### config.mk
export PLATFORM = sky130hd
export DESIGN_NAME = delta_squelch_audio_decoder_unit
export DESIGN_NICKNAME = d
export VERILOG_FILES = /design/src/rtl/core/dsad_pkg.sv /design/src/rtl/core/dsad_front.sv /design/src/rtl/core/dsad_cmd_fifo.sv /design/src/rtl/core/dsad_back.sv /design/src/rtl/core/delta_squelch_audio_decoder_unit.sv
export SDC_FILE = /design/constraint.sdc
export NUM_CORES = 1
export LEC_CHECK = 0
export BUFFER_PORTS_ARGS = -buffer_cell sky130_fd_sc_hd__buf_2
export CAP_MARGIN = 20
export CORE_ASPECT_RATIO = 0.5
export CORE_MARGIN = 3
export CORE_UTILIZATION = 65
export CTS_CLUSTER_DIAMETER = 150
export DETAILED_ROUTE_END_ITERATION = 6
export GPL_TIMING_DRIVEN = 0
export PLACE_DENSITY = 0.92
export SETUP_SLACK_MARGIN = 0.05
export SLEW_MARGIN = 5
export SYNTH_ARGS = -nofsm -noshare
export SYNTH_HDL_FRONTEND = slang
export SYNTH_SLANG_ARGS = --single-unit
### constraint.sdc
create_clock -name clk_i -period 15.5 [get_ports clk_i]
set_clock_uncertainty 0.1 [all_clocks]
set_input_delay 0.775 -clock clk_i [delete_from_list [all_inputs] [get_ports clk_i]]
set_output_delay 0.775 -clock clk_i [all_outputs]
set_load 0.1 [all_outputs]
### src/rtl/core/dsad_pkg.sv
// Shared types, constants and the delta table function for the delta/squelch
// audio decoder. No dependencies.
package dsad_pkg;

  localparam int unsigned CmdDepthDefault = 2;
  localparam logic [7:0]  BlockSizeReset  = 8'd16;

  // What the back end must do with a queued command
  typedef enum logic [1:0] {
    CMD_RAW     = 2'd0,
    CMD_RESYNC  = 2'd1,
    CMD_SQUELCH = 2'd2,
    CMD_DELTA   = 2'd3
  } cmd_kind_e;

  // Code width as carried in the header field: 1, 2, or 3 meaning 4 bits
  localparam logic [1:0] WCODE_1 = 2'd1;
  localparam logic [1:0] WCODE_2 = 2'd2;
  localparam logic [1:0] WCODE_4 = 2'd3;

  typedef struct packed {
    cmd_kind_e  kind;
    logic [7:0] data;   // raw byte, resync byte or packed delta codes
    logic [5:0] count;  // samples this command yields
    logic [1:0] wcode;
    logic [3:0] mult;
  } cmd_t;

  // delta = -(8-pos)*(m+1) below the center, (pos-7)*(m+1) above it;
  // top entry of the largest multiplier saturates to 127
  function automatic logic signed [8:0] dsad_delta(input logic [3:0] mult,
                                                   input logic [3:0] pos);
    logic [4:0] m1;
    logic [3:0] steps;
    logic [8:0] mag;
    m1 = {1'b0, mult} + 5'd1;
    if (pos[3]) begin
      steps = {1'b0, pos[2:0]} + 4'd1;
    end else begin
      steps = 4'd8 - {1'b0, pos[2:0]};
    end
    // product reaches 128, so widen both operands first
    mag = {5'd0, steps} * {4'd0, m1};
    if (mult == 4'd15 && pos == 4'd15) begin
      return 9'sd127;
    end else if (pos[3]) begin
      return $signed(mag);
    end else begin
      return -$signed(mag);
    end
  endfunction

endpackage

### src/rtl/core/dsad_front.sv
// Front end: accepts coded bytes, tracks block/header state and turns each
// byte that yields samples into a back-end command. Depends on dsad_pkg.
module dsad_front (
  input  logic           clk_i,
  input  logic           rst_ni,
  input  logic           cfg_we_i,
  input  logic [7:0]     cfg_wdata_i,
  input  logic           in_valid_i,
  output logic           in_ready_o,
  input  logic [7:0]     code_byte_i,
  input  logic           frame_start_i,
  output logic           push_o,
  output dsad_pkg::cmd_t push_cmd_o,
  input  logic           q_full_i
);
  import dsad_pkg::*;

  logic [7:0] block_size_q;
  logic [7:0] bytes_left_q, bytes_left_d;
  logic [1:0] wcode_q, wcode_d;
  logic [3:0] mult_q, mult_d;
  logic       accept;
  logic [1:0] hdr_wcode;
  logic [5:0] spb;

  assign in_ready_o = !q_full_i;
  assign accept     = in_valid_i && !q_full_i;
  assign hdr_wcode  = code_byte_i[5:4];

  always_comb begin
    case (wcode_q)
      WCODE_1: spb = 6'd8;
      WCODE_2: spb = 6'd4;
      default: spb = 6'd2;
    endcase
  end

  always_comb begin
    bytes_left_d     = bytes_left_q;
    wcode_d          = wcode_q;
    mult_d           = mult_q;
    push_o           = 1'b0;
    push_cmd_o.kind  = CMD_RAW;
    push_cmd_o.data  = code_byte_i;
    push_cmd_o.count = 6'd1;
    push_cmd_o.wcode = wcode_q;
    push_cmd_o.mult  = mult_q;
    if (accept) begin
      if (frame_start_i) begin
        bytes_left_d = '0;
        push_o       = 1'b1;
      end else if (bytes_left_q != '0) begin
        bytes_left_d     = bytes_left_q - 8'd1;
        push_o           = 1'b1;
        push_cmd_o.kind  = CMD_DELTA;
        push_cmd_o.count = spb;
      end else if (code_byte_i[7]) begin
        push_o          = 1'b1;
        push_cmd_o.kind = CMD_RESYNC;
      end else if (code_byte_i[6]) begin
        // squelch of zero yields nothing, so nothing is queued
        push_o           = (code_byte_i[5:0] != '0);
        push_cmd_o.kind  = CMD_SQUELCH;
        push_cmd_o.count = code_byte_i[5:0];
      end else if (hdr_wcode != 2'd0) begin
        wcode_d = hdr_wcode;
        mult_d  = code_byte_i[3:0];
        case (hdr_wcode)
          WCODE_1: bytes_left_d = {3'd0, block_size_q[7:3]};
          WCODE_2: bytes_left_d = {2'd0, block_size_q[7:2]};
          default: bytes_left_d = {1'b0, block_size_q[7:1]};
        endcase
      end
    end
  end

  always_ff @(posedge clk_i or negedge rst_ni) begin
    if (!rst_ni) begin
      block_size_q <= BlockSizeReset;
      bytes_left_q <= '0;
      wcode_q      <= WCODE_1;
      mult_q       <= '0;
    end else begin
      if (cfg_we_i) begin
        block_size_q <= cfg_wdata_i;
      end
      bytes_left_q <= bytes_left_d;
      wcode_q      <= wcode_d;
      mult_q       <= mult_d;
    end
  end

endmodule

### src/rtl/core/dsad_cmd_fifo.sv
// Short command queue between front and back end.
// Depends on dsad_pkg.
module dsad_cmd_fifo #(
  parameter int unsigned Depth = dsad_pkg::CmdDepthDefault
) (
  input  logic           clk_i,
  input  logic           rst_ni,
  input  logic           push_i,
  input  dsad_pkg::cmd_t push_cmd_i,
  input  logic           pop_i,
  output dsad_pkg::cmd_t head_o,
  output logic           empty_o,
  output logic           full_o
);
  import dsad_pkg::*;

  localparam int unsigned PtrW = (Depth > 1) ? $clog2(Depth) : 1;
  localparam int unsigned CntW = $clog2(Depth + 1);

  cmd_t            mem_q [Depth];
  logic [PtrW-1:0] wr_ptr_q, rd_ptr_q;
  logic [CntW-1:0] cnt_q;
  logic            do_push, do_pop;

  assign empty_o = (cnt_q == '0);
  assign full_o  = (cnt_q == CntW'(Depth));
  assign head_o  = mem_q[rd_ptr_q];
  assign do_push = push_i && !full_o;
  assign do_pop  = pop_i && !empty_o;

  function automatic logic [PtrW-1:0] next_ptr(input logic [PtrW-1:0] p);
    return (p == PtrW'(Depth - 1)) ? '0 : p + PtrW'(1);
  endfunction

  always_ff @(posedge clk_i) begin
    if (do_push) begin
      mem_q[wr_ptr_q] <= push_cmd_i;
    end
  end

  always_ff @(posedge clk_i or negedge rst_ni) begin
    if (!rst_ni) begin
      wr_ptr_q <= '0;
      rd_ptr_q <= '0;
      cnt_q    <= '0;
    end else begin
      if (do_push) begin
        wr_ptr_q <= next_ptr(wr_ptr_q);
      end
      if (do_pop) begin
        rd_ptr_q <= next_ptr(rd_ptr_q);
      end
      if (do_push && !do_pop) begin
        cnt_q <= cnt_q + CntW'(1);
      end else if (do_pop && !do_push) begin
        cnt_q <= cnt_q - CntW'(1);
      end
    end
  end

endmodule

### src/rtl/core/dsad_back.sv
// Back end: executes queued commands, one sample per cycle into the output
// register when not stalled, owning the previous-sample state. Depends on dsad_pkg.
module dsad_back (
  input  logic           clk_i,
  input  logic           rst_ni,
  input  dsad_pkg::cmd_t head_i,
  input  logic           q_empty_i,
  output logic           pop_o,
  output logic           out_valid_o,
  input  logic           out_ready_i,
  output logic [7:0]     sample_o,
  output logic           last_o
);
  import dsad_pkg::*;

  logic              busy_q;
  cmd_kind_e         kind_q;
  logic [7:0]        sh_q;
  logic [5:0]        cnt_q;
  logic [1:0]        wcode_q;
  logic [3:0]        mult_q;
  logic [7:0]        prev_q;
  logic              ovalid_q;
  logic [7:0]        osample_q;
  logic              olast_q;

  logic              fire;
  logic [3:0]        code, pos;
  logic [7:0]        sh_next;
  logic signed [8:0] delta;
  logic signed [9:0] sum;
  logic [7:0]        delta_sample, next_sample;

  assign pop_o       = !busy_q && !q_empty_i;
  assign fire        = busy_q && (!ovalid_q || out_ready_i);
  assign out_valid_o = ovalid_q;
  assign sample_o    = osample_q;
  assign last_o      = olast_q;

  // most significant code first; pos centers the code on the table
  always_comb begin
    case (wcode_q)
      WCODE_1: begin
        code    = {3'd0, sh_q[7]};
        pos     = 4'd7 + code;
        sh_next = {sh_q[6:0], 1'b0};
      end
      WCODE_2: begin
        code    = {2'd0, sh_q[7:6]};
        pos     = 4'd6 + code;
        sh_next = {sh_q[5:0], 2'd0};
      end
      default: begin
        code    = sh_q[7:4];
        pos     = code;
        sh_next = {sh_q[3:0], 4'd0};
      end
    endcase
  end

  always_comb begin
    delta = dsad_delta(mult_q, pos);
    sum   = $signed({2'b00, prev_q}) + $signed({delta[8], delta});
    if (sum < 0) begin
      delta_sample = 8'd0;
    end else if (sum > 10'sd255) begin
      delta_sample = 8'd255;
    end else begin
      delta_sample = sum[7:0];
    end
    case (kind_q)
      CMD_RAW:     next_sample = sh_q;
      CMD_RESYNC:  next_sample = {sh_q[6:0], 1'b0};
      CMD_SQUELCH: next_sample = prev_q;
      CMD_DELTA:   next_sample = delta_sample;
      default:     next_sample = prev_q;
    endcase
  end

  always_ff @(posedge clk_i) begin
    if (pop_o) begin
      kind_q  <= head_i.kind;
      sh_q    <= head_i.data;
      wcode_q <= head_i.wcode;
      mult_q  <= head_i.mult;
    end else if (fire) begin
      sh_q <= sh_next;
    end
    if (fire) begin
      osample_q <= next_sample;
      olast_q   <= (cnt_q == 6'd1);
    end
  end

  always_ff @(posedge clk_i or negedge rst_ni) begin
    if (!rst_ni) begin
      busy_q   <= 1'b0;
      cnt_q    <= '0;
      prev_q   <= '0;
      ovalid_q <= 1'b0;
    end else begin
      if (pop_o) begin
        busy_q <= 1'b1;
        cnt_q  <= head_i.count;
      end else if (fire) begin
        cnt_q <= cnt_q - 6'd1;
        if (cnt_q == 6'd1) begin
          busy_q <= 1'b0;
        end
      end
      if (fire) begin
        prev_q   <= next_sample;
        ovalid_q <= 1'b1;
      end else if (out_ready_i) begin
        ovalid_q <= 1'b0;
      end
    end
  end

endmodule

### src/rtl/core/delta_squelch_audio_decoder_unit.sv
// Delta/squelch audio decoder: one coded byte in, unsigned 8-bit samples out.
// A front end classifies each byte and queues any command it yields; the back
// end emits one sample per cycle while the output is not stalled, through a
// registered output. Each command is loaded and then emits its samples: a
// delta data byte yields 2, 4 or 8 samples (width 4, 2, 1), a squelch of n
// yields n, and a frame start or resync yields one. Header, ignored and zero
// squelch bytes queue nothing. The back end sets the sustained rate; the
// command queue (CMD_DEPTH entries) lets input continue while a run drains.
// Depends on dsad_pkg, dsad_front, dsad_cmd_fifo and dsad_back.
module delta_squelch_audio_decoder_unit #(
  parameter int unsigned CMD_DEPTH = dsad_pkg::CmdDepthDefault
) (
  input  logic       clk_i,
  input  logic       rst_ni,
  input  logic       cfg_we_i,
  input  logic [7:0] cfg_wdata_i,    // block_size
  input  logic       s_axis_tvalid,
  output logic       s_axis_tready,
  input  logic [7:0] s_axis_tdata,   // [7:0] code_byte
  input  logic [0:0] s_axis_tuser,   // [0] frame_start
  output logic       m_axis_tvalid,
  input  logic       m_axis_tready,
  output logic [7:0] m_axis_tdata,   // [7:0] sample
  output logic       m_axis_tlast    // last_of_run
);
  import dsad_pkg::*;

  logic push, pop, q_empty, q_full;
  cmd_t push_cmd, head_cmd;

  dsad_front u_front (
    .clk_i         (clk_i),
    .rst_ni        (rst_ni),
    .cfg_we_i      (cfg_we_i),
    .cfg_wdata_i   (cfg_wdata_i),
    .in_valid_i    (s_axis_tvalid),
    .in_ready_o    (s_axis_tready),
    .code_byte_i   (s_axis_tdata),
    .frame_start_i (s_axis_tuser[0]),
    .push_o        (push),
    .push_cmd_o    (push_cmd),
    .q_full_i      (q_full)
  );

  dsad_cmd_fifo #(
    .Depth (CMD_DEPTH)
  ) u_cmd_fifo (
    .clk_i      (clk_i),
    .rst_ni     (rst_ni),
    .push_i     (push),
    .push_cmd_i (push_cmd),
    .pop_i      (pop),
    .head_o     (head_cmd),
    .empty_o    (q_empty),
    .full_o     (q_full)
  );

  dsad_back u_back (
    .clk_i       (clk_i),
    .rst_ni      (rst_ni),
    .head_i      (head_cmd),
    .q_empty_i   (q_empty),
    .pop_o       (pop),
    .out_valid_o (m_axis_tvalid),
    .out_ready_i (m_axis_tready),
    .sample_o    (m_axis_tdata),
    .last_o      (m_axis_tlast)
  );

endmodule
Word-level counts from Yosys, hierarchy flattened --
Memory sizes are Yosys's and may differ from the RTL's. Index checks and enable logic that the tools add are counted.
Storage, ports and cells: RAM bits 44, input port bits 22, memories kept 1, output and inout bits 11, flip-flop bits (word level) 67
Memories:
- u_cmd_fifo.mem_q | words 2, width 22, read ports 1, clocked after memory_dff 0, write ports 1, RTL line dsad_cmd_fifo.sv:20 | cmd_t mem_q [Depth];
Operators by class: bitwise logic cells 4, eq/ne operators 15, multipliers 1, muxes and demuxes 45, reductions and logical operators 28, add/sub/neg operators 13, magnitude comparators 2
Operators with widths (count):
- 2-to-1 mux 8 bit | 9
- 2-to-1 mux 6 bit | 7
- case mux 8 bit (4 select lines) | 1
- 2-to-1 mux 9 bit | 2
- case mux 4 bit (2 select lines) | 2
- case mux 8 bit (2 select lines) | 1
- 2-to-1 mux 1 bit | 14
- 2-to-1 mux 2 bit | 7
- case mux 7 bit (2 select lines) | 1
- equality test 2 bit, second input constant | 6
- adder 9 x 9 -> 10 bit | 1
- > comparator 10 x 9 -> 1 bit, second input constant | 1
- < comparator 10 x 1 -> 1 bit, second input constant | 1
- nonzero test 2 bit | 5
- multiplier 4 x 5 -> 9 bit | 1
- negation 9 bit | 1
- equality test 2 x 1 -> 1 bit, second input constant | 4
- equality test 4 bit, second input constant | 2
- logical AND 1 bit | 8
- nonzero test 8 bit | 1
- subtractor 8 x 1 -> 8 bit, second input constant | 1
- equality test 6 x 1 -> 1 bit, second input constant | 1
- logical NOT 1 bit | 6
- inequality test 3 x 1 -> 1 bit, second input constant | 2
- other kinds (18) | 23

Depth between registers and ports, before layout --
Gate-level depths: netlist (run 1).
word-level depth 13, mapped depth 32, gate-level depth less buffers 31

By module --
From an unflattened synthesis (run 1), not the netlist that was laid out.
Second synthesis, totals: cells, all modules 624, area, all modules 6675.2 µm²
By module, submodules not included:
- dsad_back | sequential area each 1151.1 µm², times used 1, area each 3473.3 µm², cells each 388
- dsad_cmd_fifo | sequential area each 1421.4 µm², times used 1, area each 1788.0 µm², cells each 87
- dsad_front | sequential area each 528.0 µm², times used 1, area each 1413.9 µm², cells each 149

Worst setup path before layout (run 1) --
Ideal clock, no wire load.
path type register to register, start point register u_back.wcode_q[1], end point register u_back.prev_q[5], stages on the path, launching flop included 30, required time 15.305 ns, path slack 8.869 ns, arrival 6.435 ns, clock period less this slack 6.631 ns, path through edfxtp_1 > ha_1 > buf_2 > clkinv_1 > a31oi_1 > inv_1 > ha_1 > o21ai_0 > xnor2_1 > nor2_1 > a21oi_1 > nand2b_1 > fa_1 > inv_1 > fa_1 > inv_1 > fa_1 > nand2_1 > o21ai_0 > xor2_1 > nand2_1 > ha_1 > o21a_1 > o31a_1 > o21ai_1 > a21boi_0 > or4b_2 > mux2i_2 > nor3_1 > o31ai_1
Between the ends: word-level cells in the longest chain between the ends 13, elaborated cells between the ends (all ways) 18, those cells by class add/sub: 4; mul: 1; order compare: 2; eq/ne: 3; mux: 7; reduce/logical: 1
RTL lines:
- start, declared | RTL line dsad_back.sv:20 | logic [1:0] wcode_q;
- start signal, assigned | RTL line dsad_back.sv:84 | wcode_q <= head_i.wcode;
- equality test 2 bit / equality test 2 x 1 -> 1 bit (equally long branches)
- case mux 4 bit (2 select lines) (*) | RTL line dsad_back.sv:42 | case (wcode_q)
- subtractor 4 x 3 -> 4 bit / adder 3 x 1 -> 4 bit (equally long branches) | RTL line dsad_pkg.sv:40, dsad_pkg.sv:38
- 2-to-1 mux 4 bit | RTL line dsad_pkg.sv:37 | if (pos[3]) begin
- multiplier 4 x 5 -> 9 bit | RTL line dsad_pkg.sv:43 | mag = {5'd0, steps} * {4'd0, m1};
- negation 9 bit | RTL line dsad_pkg.sv:49 | return -$signed(mag);
- 2-to-1 mux 9 bit | RTL line dsad_pkg.sv:46 | end else if (pos[3]) begin
- 2-to-1 mux 9 bit (*) | RTL line dsad_pkg.sv:44 | if (mult == 4'd15 && pos == 4'd15) begin
- adder 9 x 9 -> 10 bit (*) | RTL line dsad_back.sv:63 | sum = $signed({2'b00, prev_q}) + $signed({delta[8], delta});
- > comparator 10 x 9 -> 1 bit | RTL line dsad_back.sv:66 | end else if (sum > 10'sd255) begin
- 2-to-1 mux 8 bit | RTL line dsad_back.sv:66
- 2-to-1 mux 8 bit (*) | RTL line dsad_back.sv:64 | if (sum < 0) begin
- case mux 8 bit (4 select lines) (*) | RTL line dsad_back.sv:71 | case (kind_q)
- end signal, assigned | RTL line dsad_back.sv:112 | prev_q <= next_sample;
- end, declared | RTL line dsad_back.sv:22 | logic [7:0] prev_q;
Every way passes the cells marked *; elsewhere a longest branch is shown, timed or not. A chain may end at the register's enable or synchronous reset.

Final worst setup path (run 1) --
start point register u_back.wcode_q[0], end point register u_back.osample_q[0], in the netlist u_back.sample_o[0], data pin
Between the ends: word-level cells in the longest chain between the ends 13, elaborated cells between the ends (all ways) 18, those cells by class add/sub: 4; mul: 1; order compare: 2; eq/ne: 3; mux: 7; reduce/logical: 1
RTL lines:
- equality test 2 bit / equality test 2 x 1 -> 1 bit (equally long branches)
- case mux 4 bit (2 select lines) (*) | RTL line dsad_back.sv:42
- subtractor 4 x 3 -> 4 bit / adder 3 x 1 -> 4 bit (equally long branches) | RTL line dsad_pkg.sv:40, dsad_pkg.sv:38
- 2-to-1 mux 4 bit | RTL line dsad_pkg.sv:37
- multiplier 4 x 5 -> 9 bit | RTL line dsad_pkg.sv:43
- negation 9 bit | RTL line dsad_pkg.sv:49
- 2-to-1 mux 9 bit | RTL line dsad_pkg.sv:46
- 2-to-1 mux 9 bit (*) | RTL line dsad_pkg.sv:44
- adder 9 x 9 -> 10 bit (*) | RTL line dsad_back.sv:63
- > comparator 10 x 9 -> 1 bit | RTL line dsad_back.sv:66
- 2-to-1 mux 8 bit | RTL line dsad_back.sv:66
- 2-to-1 mux 8 bit (*) | RTL line dsad_back.sv:64
- case mux 8 bit (4 select lines) (*) | RTL line dsad_back.sv:71
- named net u_back.next_sample[0] | RTL line dsad_back.sv:32 | logic [7:0] delta_sample, next_sample;
- end signal, assigned | RTL line dsad_back.sv:90 | osample_q <= next_sample;
- end, declared | RTL line dsad_back.sv:24 | logic [7:0] osample_q;
The timed path passes the listed nets; every way through them passes the cells marked *.

==> summary.md, run 1 <==
| Metric | Value |
|---|---|
| Chip height | 76.2 um |
| CTS Hold Bufs | 0 |
| Initial antenna violation count | 0 |
| Final cycle utilization of the critical path | 51.2% |
| CP arrival | 7.98 ns |
| Top Layer Used | met4 |
| Relative max-transition margin | 31.3% |
| Post-synth cell types | 67 |
| R2R Setup Slk | 7.56 ns |
| Setup bufs post-CTS | 0 |
| Residual DRC | 0 |
| Worst stage delay on the critical path | 0.68 ns |
| # rows | 24 |
| Fmax | 0.126 GHz |
| Port bufs | 30 |
| Ys flop type | edfxtp_1 |
| Min-delay src | u_front.mult_q[0] |
| Placed cell areas | 6730 sq um |
| Total GRT Usage | 27.5% |
| Num CTS Buffers | 9 |
| Routed WL per cell | 19.3 um |
| Mux contribution to synthesized area | 6.70% |
| ANT nets after route | 0 |
| Filler Cell Count | 549 |
| TNS Setup | 0 ns |
| Met2 wire length | 7430 um |
| H-tree levels | 3 |
| PostCTS Resize Cnt | 0 |
| # Max-Cap Violations | 0 |
| Met3 WL | 1130 um |
| Global-route wire length before repair | 24600 um |
| Die Footprint | 11200 sq um |
| Die width | 146 um |
| Final hold violation count | 0 |
| Post-synthesis cell count | 604 |
| IO Count | 33 |
| DPL Wire Length | 9780 um |
| RSZ-0062 raised after global routing | no |
| Via density | 6.35 |
| Layout area overhead | 9.76% |
| Mapped cell area | 6410 sq um |
| Vias in the first global route | 4786 |
| Hold-critical path depth | 0 |
| Post-Synth Adder-Cell Area | 9.22% |
| Worst skew pair latency | 0.35 ns |
| Post-synth EDFFs | 69 |
| Synth Register Bits | 110 |
| Placer Congestion | 0.930 |
| Hold Crit Class | register to register |
| Final hold slack | 0.378 ns |
| Worst setup EP type | register |
| FF-to-FF Start | u_back.wcode_q[0] |
| Mean area per synthesized cell | 10.6 sq um |
| Net Count, Synth | 669 |
| M1 WL | 6000 um |
| Asr flop ratio synth | 37.3% |
| Largest net degree at the start of global routing | 42 |
| WP data required | 15.54 ns |
| Register area share after synthesis | 48.4% |
| Worst-case clock buffer depth | 2 |
| Initial drt markers | 642 |
| CP dominant cell by count | inv_1 |
| Pre-CTS WS | 7.90 ns |
| Largest family of logic cells by synthesized area | compound AO/OA/AOI/OAI gates |
| Initial Util | 70.2% |
| Drt pass-1 iters | 5 |
| Critical path peak fanout | 10 |
| WS Path Type | register to register |
| CTS tree | yes |
| GRT Residual Overflow | 0 |
| CTS sink count | 110 |
| Final layout net count | 711 |
| Clock transition at the registers of the reported paths | 0.08 ns |
| Status | completed |
| Ratio of cells with drive above 1 in the final layout | 14.6% |
| Core area | 9130 sq um |
| Synth Area in XOR/XNOR | 2.73% |
| Synth Area in Simple Gates | 14.1% |
| Final min period | 7.94 ns |
| Hold EP | u_cmd_fifo.mem_q[0][0] |
| Final Instance Area | 7030 sq um |
| Setup WS post-layout | 7.56 ns |
| Inserted Diodes | 0 |
| Post-synthesis compound-gate area fraction | 15.0% |
| Reg2reg path depth | 30 |
| Slowest-stage cell, CP | or4b_2 |
| Final slew viol count | 0 |
| Via Count | 4963 |
| Critical R2R Capture | u_back.sample_o[0] |
| Worst setup SP type | register |
| Routed WL | 15000 um |
| Root buf cell | clkbuf_16 |
| Worst Max-Slew Pin Slew | 1.03 ns |
| Setup violations, final | 0 |
| Synthesis Warnings | 0 |
[kinds of logic (layout without fill, tap and decap cells)]
logic type,Yosys count,after routing
buf+inv,65,112
fa+ha+maj,43,43
simple gates,180,180
flops,110,110
xor+xnor,20,20
mux,40,40
compound gates,146,146
[state kept, by name, summed over array words and instances, names as in the netlist, 2 cells and up]
register and cells:
u_back.cnt_q 6, u_back.kind_q 2, u_back.mult_q 4, u_back.prev_q 8
u_back.sample_o 8, u_back.sh_q 8, u_back.wcode_q 2, u_cmd_fifo.cnt_q 2
u_cmd_fifo.mem_q 44, u_front.block_size_q 7, u_front.bytes_left_q 8, u_front.mult_q 4
u_front.wcode_q 2
[metrics by stage]
step | instances | util [%]
5_1_grt | 781 | 77.0
3_3_place_gp | 764 | 73.6
3_5_place_dp | 765 | 73.8
4_1_cts | 781 | 77.0
2_1_floorplan | 604 | -
6_report | 781 | 77.0
[critical path, delay by kind of cell, from the launching register on]
kind	cells	cell delay [ns]
AND/OR/NAND/NOR	5	1.18
multiplexers	1	0.34
adder cells (fa/ha/maj)	6	2.60
flip-flops	1	0.38
buffers and inverters	6	0.84
XOR/XNOR	2	0.29
AO/OA/AOI/OAI	10	1.96
[per-layer routing]
layer / global-route usage, % / vias to the layer above
li1: - / 2266
met1: 35.7 / 2367
met2: 47.1 / 280
met3: 5.11 / 50
met4: 9.29 / 0
met5: 0 / -
[area by class of cell]
type / count / area [sq um] / area share [%]
multi-input combinational: 429 / 3060 / 43.6
clock inverter: 7 / 75.1 / 1.07
sequential: 110 / 3100 / 44.1
clock buffer: 9 / 225 / 3.20
tap: 130 / 163 / 2.31
timing repair buffer: 31 / 158 / 2.24
buffer: 23 / 90.1 / 1.28
inverter: 42 / 158 / 2.24
[synth_stat cells (3+ instances only)]
library cell / instances / area, sq um
buf_1: 3 / 11.3
o31ai_1: 9 / 67.6
mux2i_1: 19 / 190
nand2b_1: 14 / 87.6
a22o_1: 4 / 35.0
nand3_1: 8 / 40.0
clkbuf_1: 17 / 63.8
edfxtp_1: 69 / 2070
a221o_1: 4 / 40.0
nand4_1: 3 / 18.8
a211oi_1: 3 / 22.5
xnor2_1: 13 / 114
ha_1: 36 / 450
nand2_1: 45 / 169
dfrtp_1: 39 / 976
nor4_1: 4 / 25.0
fa_1: 7 / 140
mux2_2: 20 / 225
or2_2: 9 / 56.3
o31a_1: 3 / 26.3
nor3_1: 12 / 60.1
nor2_1: 53 / 199
buf_2: 3 / 15.0
a21oi_1: 38 / 190
o21a_1: 4 / 30.0
nor2b_1: 11 / 68.8
and2_1: 5 / 31.3
a22oi_1: 4 / 30.0
o211ai_1: 8 / 60.1
a31oi_1: 7 / 43.8
inv_1: 40 / 150
xor2_1: 7 / 61.3
o21ai_0: 40 / 200
[cells in the final DEF, fill, tap and decap left out, types with 13 or more instances in the layout]
cell type and count:
edfxtp_1 69, nor2_1 53, nand2_1 45, inv_1 40, o21ai_0 40, dfrtp_1 39, a21oi_1 38, ha_1 36
buf_2 33, mux2_2 20, mux2i_1 19, clkbuf_1 17, nand2b_1 14, xnor2_1 13
[worst max path at each step]
| stage | start | endpoint | slack [ns] | depth (start not counted) |
|---|---|---|---|---|
| after global placement | u_back.wcode_q[1] | u_back.sample_o[0] | 8.22 | 29 |
| after CTS | u_back.wcode_q[0] | u_back.sample_o[0] | 7.64 | 30 |
| final | u_back.wcode_q[0] | u_back.sample_o[0] | 7.56 | 30 |
| after floorplan | u_back.wcode_q[1] | u_back.prev_q[5] | 8.87 | 29 |
| after detailed placement | u_back.wcode_q[1] | u_back.prev_q[5] | 7.90 | 29 |
| after global routing | u_back.wcode_q[1] | u_back.sample_o[0] | 7.23 | 29 |
Power of run 1 is not shown: default switching activity piles up to over one toggle a cycle in this logic, so the estimate is an artifact.
==> run 2: changes to the inputs <==
--- a/config.mk
+++ b/config.mk
@@ -9,11 +9,11 @@
 export CAP_MARGIN = 20
 export CORE_ASPECT_RATIO = 0.5
 export CORE_MARGIN = 3
-export CORE_UTILIZATION = 65
+export CORE_UTILIZATION = 62
 export CTS_CLUSTER_DIAMETER = 150
 export DETAILED_ROUTE_END_ITERATION = 6
 export GPL_TIMING_DRIVEN = 0
-export PLACE_DENSITY = 0.92
+export PLACE_DENSITY = 0.89
 export SETUP_SLACK_MARGIN = 0.05
 export SLEW_MARGIN = 5
 export SYNTH_ARGS = -nofsm -noshare
==> constraint.sdc (replaced) <==
create_clock -name clk_i -period 8 [get_ports clk_i]
set_clock_uncertainty 0.1 [all_clocks]
set_input_delay 0.4 -clock clk_i [delete_from_list [all_inputs] [get_ports clk_i]]
set_output_delay 0.4 -clock clk_i [all_outputs]
set_load 0.1 [all_outputs]
==> run 2 against run 1 <==
Against the previous run: via count decreased by 3.0%; global-route usage decreased by 1.8 points; first-iteration DRC count is 43% lower; critical endpoint unchanged; register-to-register slack got worse by 7.0 ns; worst setup slack got worse by 7.0 ns; hold slack lost 0.26 ns; non-clock buffer count is the same; count of clock-buffer cells in the layout is 1 higher; sequential share of layout area decreased by 0.094 points; design area rose by 0.21%; highest routed layer unchanged; routed wire length shrank 6.0%.
==> summary.md, run 2 (same netlist as run 1, synthesis figures left out) <==
| Metric | Value |
|---|---|
| Status | completed |
| Sequential Area | 3100 sq um |
| Global-route wire length before repair | 23500 um |
| R2R Setup Slk | 0.55 ns |
| Slowest-stage cell, CP | or4b_2 |
| H-tree levels | 3 |
| Routed WL | 14100 um |
| Pre-CTS WS | 0.443 ns |
| Critical path origin | u_back.wcode_q[0] |
| Worst Setup EP | u_back.sample_o[0] |
| RSZ-0062 raised after global routing | no |
| FF-to-FF Start | u_back.wcode_q[0] |
| Initial antenna violation count | 0 |
| Reg2reg path depth | 30 |
| PostCTS Resize Cnt | 0 |
| Via density | 6.12 |
| Setup violations, final | 0 |
| Final cycle utilization of the critical path | 93.1% |
| Critical R2R Capture | u_back.sample_o[0] |
| Inserted Diodes | 0 |
| Critical path peak fanout | 10 |
| IO Count | 33 |
| Via Count | 4812 |
| Residual DRC | 0 |
| Setup bufs post-CTS | 0 |
| Port bufs | 30 |
| WS Path Type | register to register |
| Layout area overhead | 10.0% |
| CP dominant cell by count | inv_1 |
| Final hold violation count | 0 |
| Worst setup SP type | register |
| Final layout net count | 711 |
| TNS Setup | 0 ns |
| CP arrival | 7.50 ns |
| Worst-case clock buffer depth | 2 |
| CTS tree | yes |
| Met2 Track Usage GR | 44.6% |
| ANT nets after route | 0 |
| Worst Max-Slew Pin Slew | 1.03 ns |
| Worst setup EP type | register |
| Worst stage delay on the critical path | 0.71 ns |
| Final slew viol count | 0 |
| Most common cell after layout, fill and taps aside | edfxtp_1 |
| Root buf cell | clkbuf_16 |
| CTS Hold Bufs | 0 |
| Top reg by flops | u_cmd_fifo.mem_q |
| Setup WS post-layout | 0.554 ns |
| Max FFs per register | 44 |
| Die width | 150 um |
| # Max-Cap Violations | 0 |
| Initial Util | 65.7% |
| Routed WL per cell | 18.0 um |
| M1 GR Usage | 32.0% |
| Hold Crit Class | input pin to async pin |
| Clock transition at the registers of the reported paths | 0.08 ns |
| Num CTS Buffers | 9 |
| Total GRT Usage | 25.8% |
| Relative max-transition margin | 31.2% |
| Most frequent cells in the layout | 69 x edfxtp_1, 53 x nor2_1, 45 x nand2_1 |
| Chip height | 77.9 um |
| Worst skew pair latency | 0.35 ns |
| Drt pass-1 iters | 5 |
| Die Footprint | 11700 sq um |
| WP data required | 8.05 ns |
| M3 GR Usage | 5.83% |
| Largest net degree at the start of global routing | 42 |
| Area of the multi-input gates | 3080 sq um |
| Placer Congestion | 0.910 |
| Vias in the first global route | 4931 |
| CTS sink count | 110 |
| Ratio of cells with drive above 1 in the final layout | 14.7% |
| GRT Residual Overflow | 0 |
| Core area | 9760 sq um |
| Fmax | 0.134 GHz |
| # rows | 25 |
| Final min period | 7.45 ns |
| Filler Cell Count | 643 |
| DPL Wire Length | 10400 um |
| GR peak layer | met2 |
| Initial drt markers | 364 |
## run 2: cell types whose count changed in the layout (fill, tap and decap cells not counted), sizes merged
cell	delta
clkbuf	+1
inv	-1
clkinvlp	+1
clkinv	-1
## run 2: layer usage
metal	wire, um	share of wire (%)
met5	0	0
met4	368	2.6
met3	825	5.8
met2	7080	50
met1	5860	41
## run 2: worst min-delay path by stage
| stage | startpoint | to | slack [ns] |
|---|---|---|---|
| final | rst_ni | u_front.bytes_left_q[2] | 0.11 |
| after global routing | rst_ni | u_front.bytes_left_q[1] | 0.17 |
| after CTS | rst_ni | u_front.block_size_q[6] | 0.13 |
| after detailed placement | u_front.mult_q[2] | u_cmd_fifo.mem_q[0][2] | 0.36 |
| after global placement | u_front.mult_q[1] | u_cmd_fifo.mem_q[1][1] | 0.35 |
| after floorplan | rst_ni | u_back.busy_q | 0.004 |
## run 2: final cells by class
class | instances | share of cell area (%)
sequential | 110 | 44.0
clock inverter | 6 | 0.763
inverter | 42 | 2.29
clock buffer | 10 | 3.25
buffer | 23 | 1.28
timing repair buffer | 31 | 2.34
multi-input combinational | 429 | 43.7
tap | 135 | 2.40
## run 2: worst max-delay path, delay by kind of cell (launching register included)
| family | cells | cell delay [ns] |
|---|---|---|
| adder cells (fa/ha/maj) | 6 | 2.59 |
| AO/OA/AOI/OAI | 10 | 1.65 |
| AND/OR/NAND/NOR | 5 | 1.18 |
| buffers and inverters | 6 | 0.80 |
| flip-flops | 1 | 0.38 |
| multiplexers | 1 | 0.28 |
| XOR/XNOR | 2 | 0.26 |
## run 2: metrics by stage
step	instance area, sq um	std cells	util, %	hold WS, ns
floorplan	6410	604	-	0.00441
global placement	6730	769	68.9	0.346
detailed placement	6750	770	69.1	0.362
CTS	7030	786	72.0	0.131
global route	7050	786	72.2	0.169
finish	7050	786	72.2	0.114
Power of run 2 is left out for the same reason.
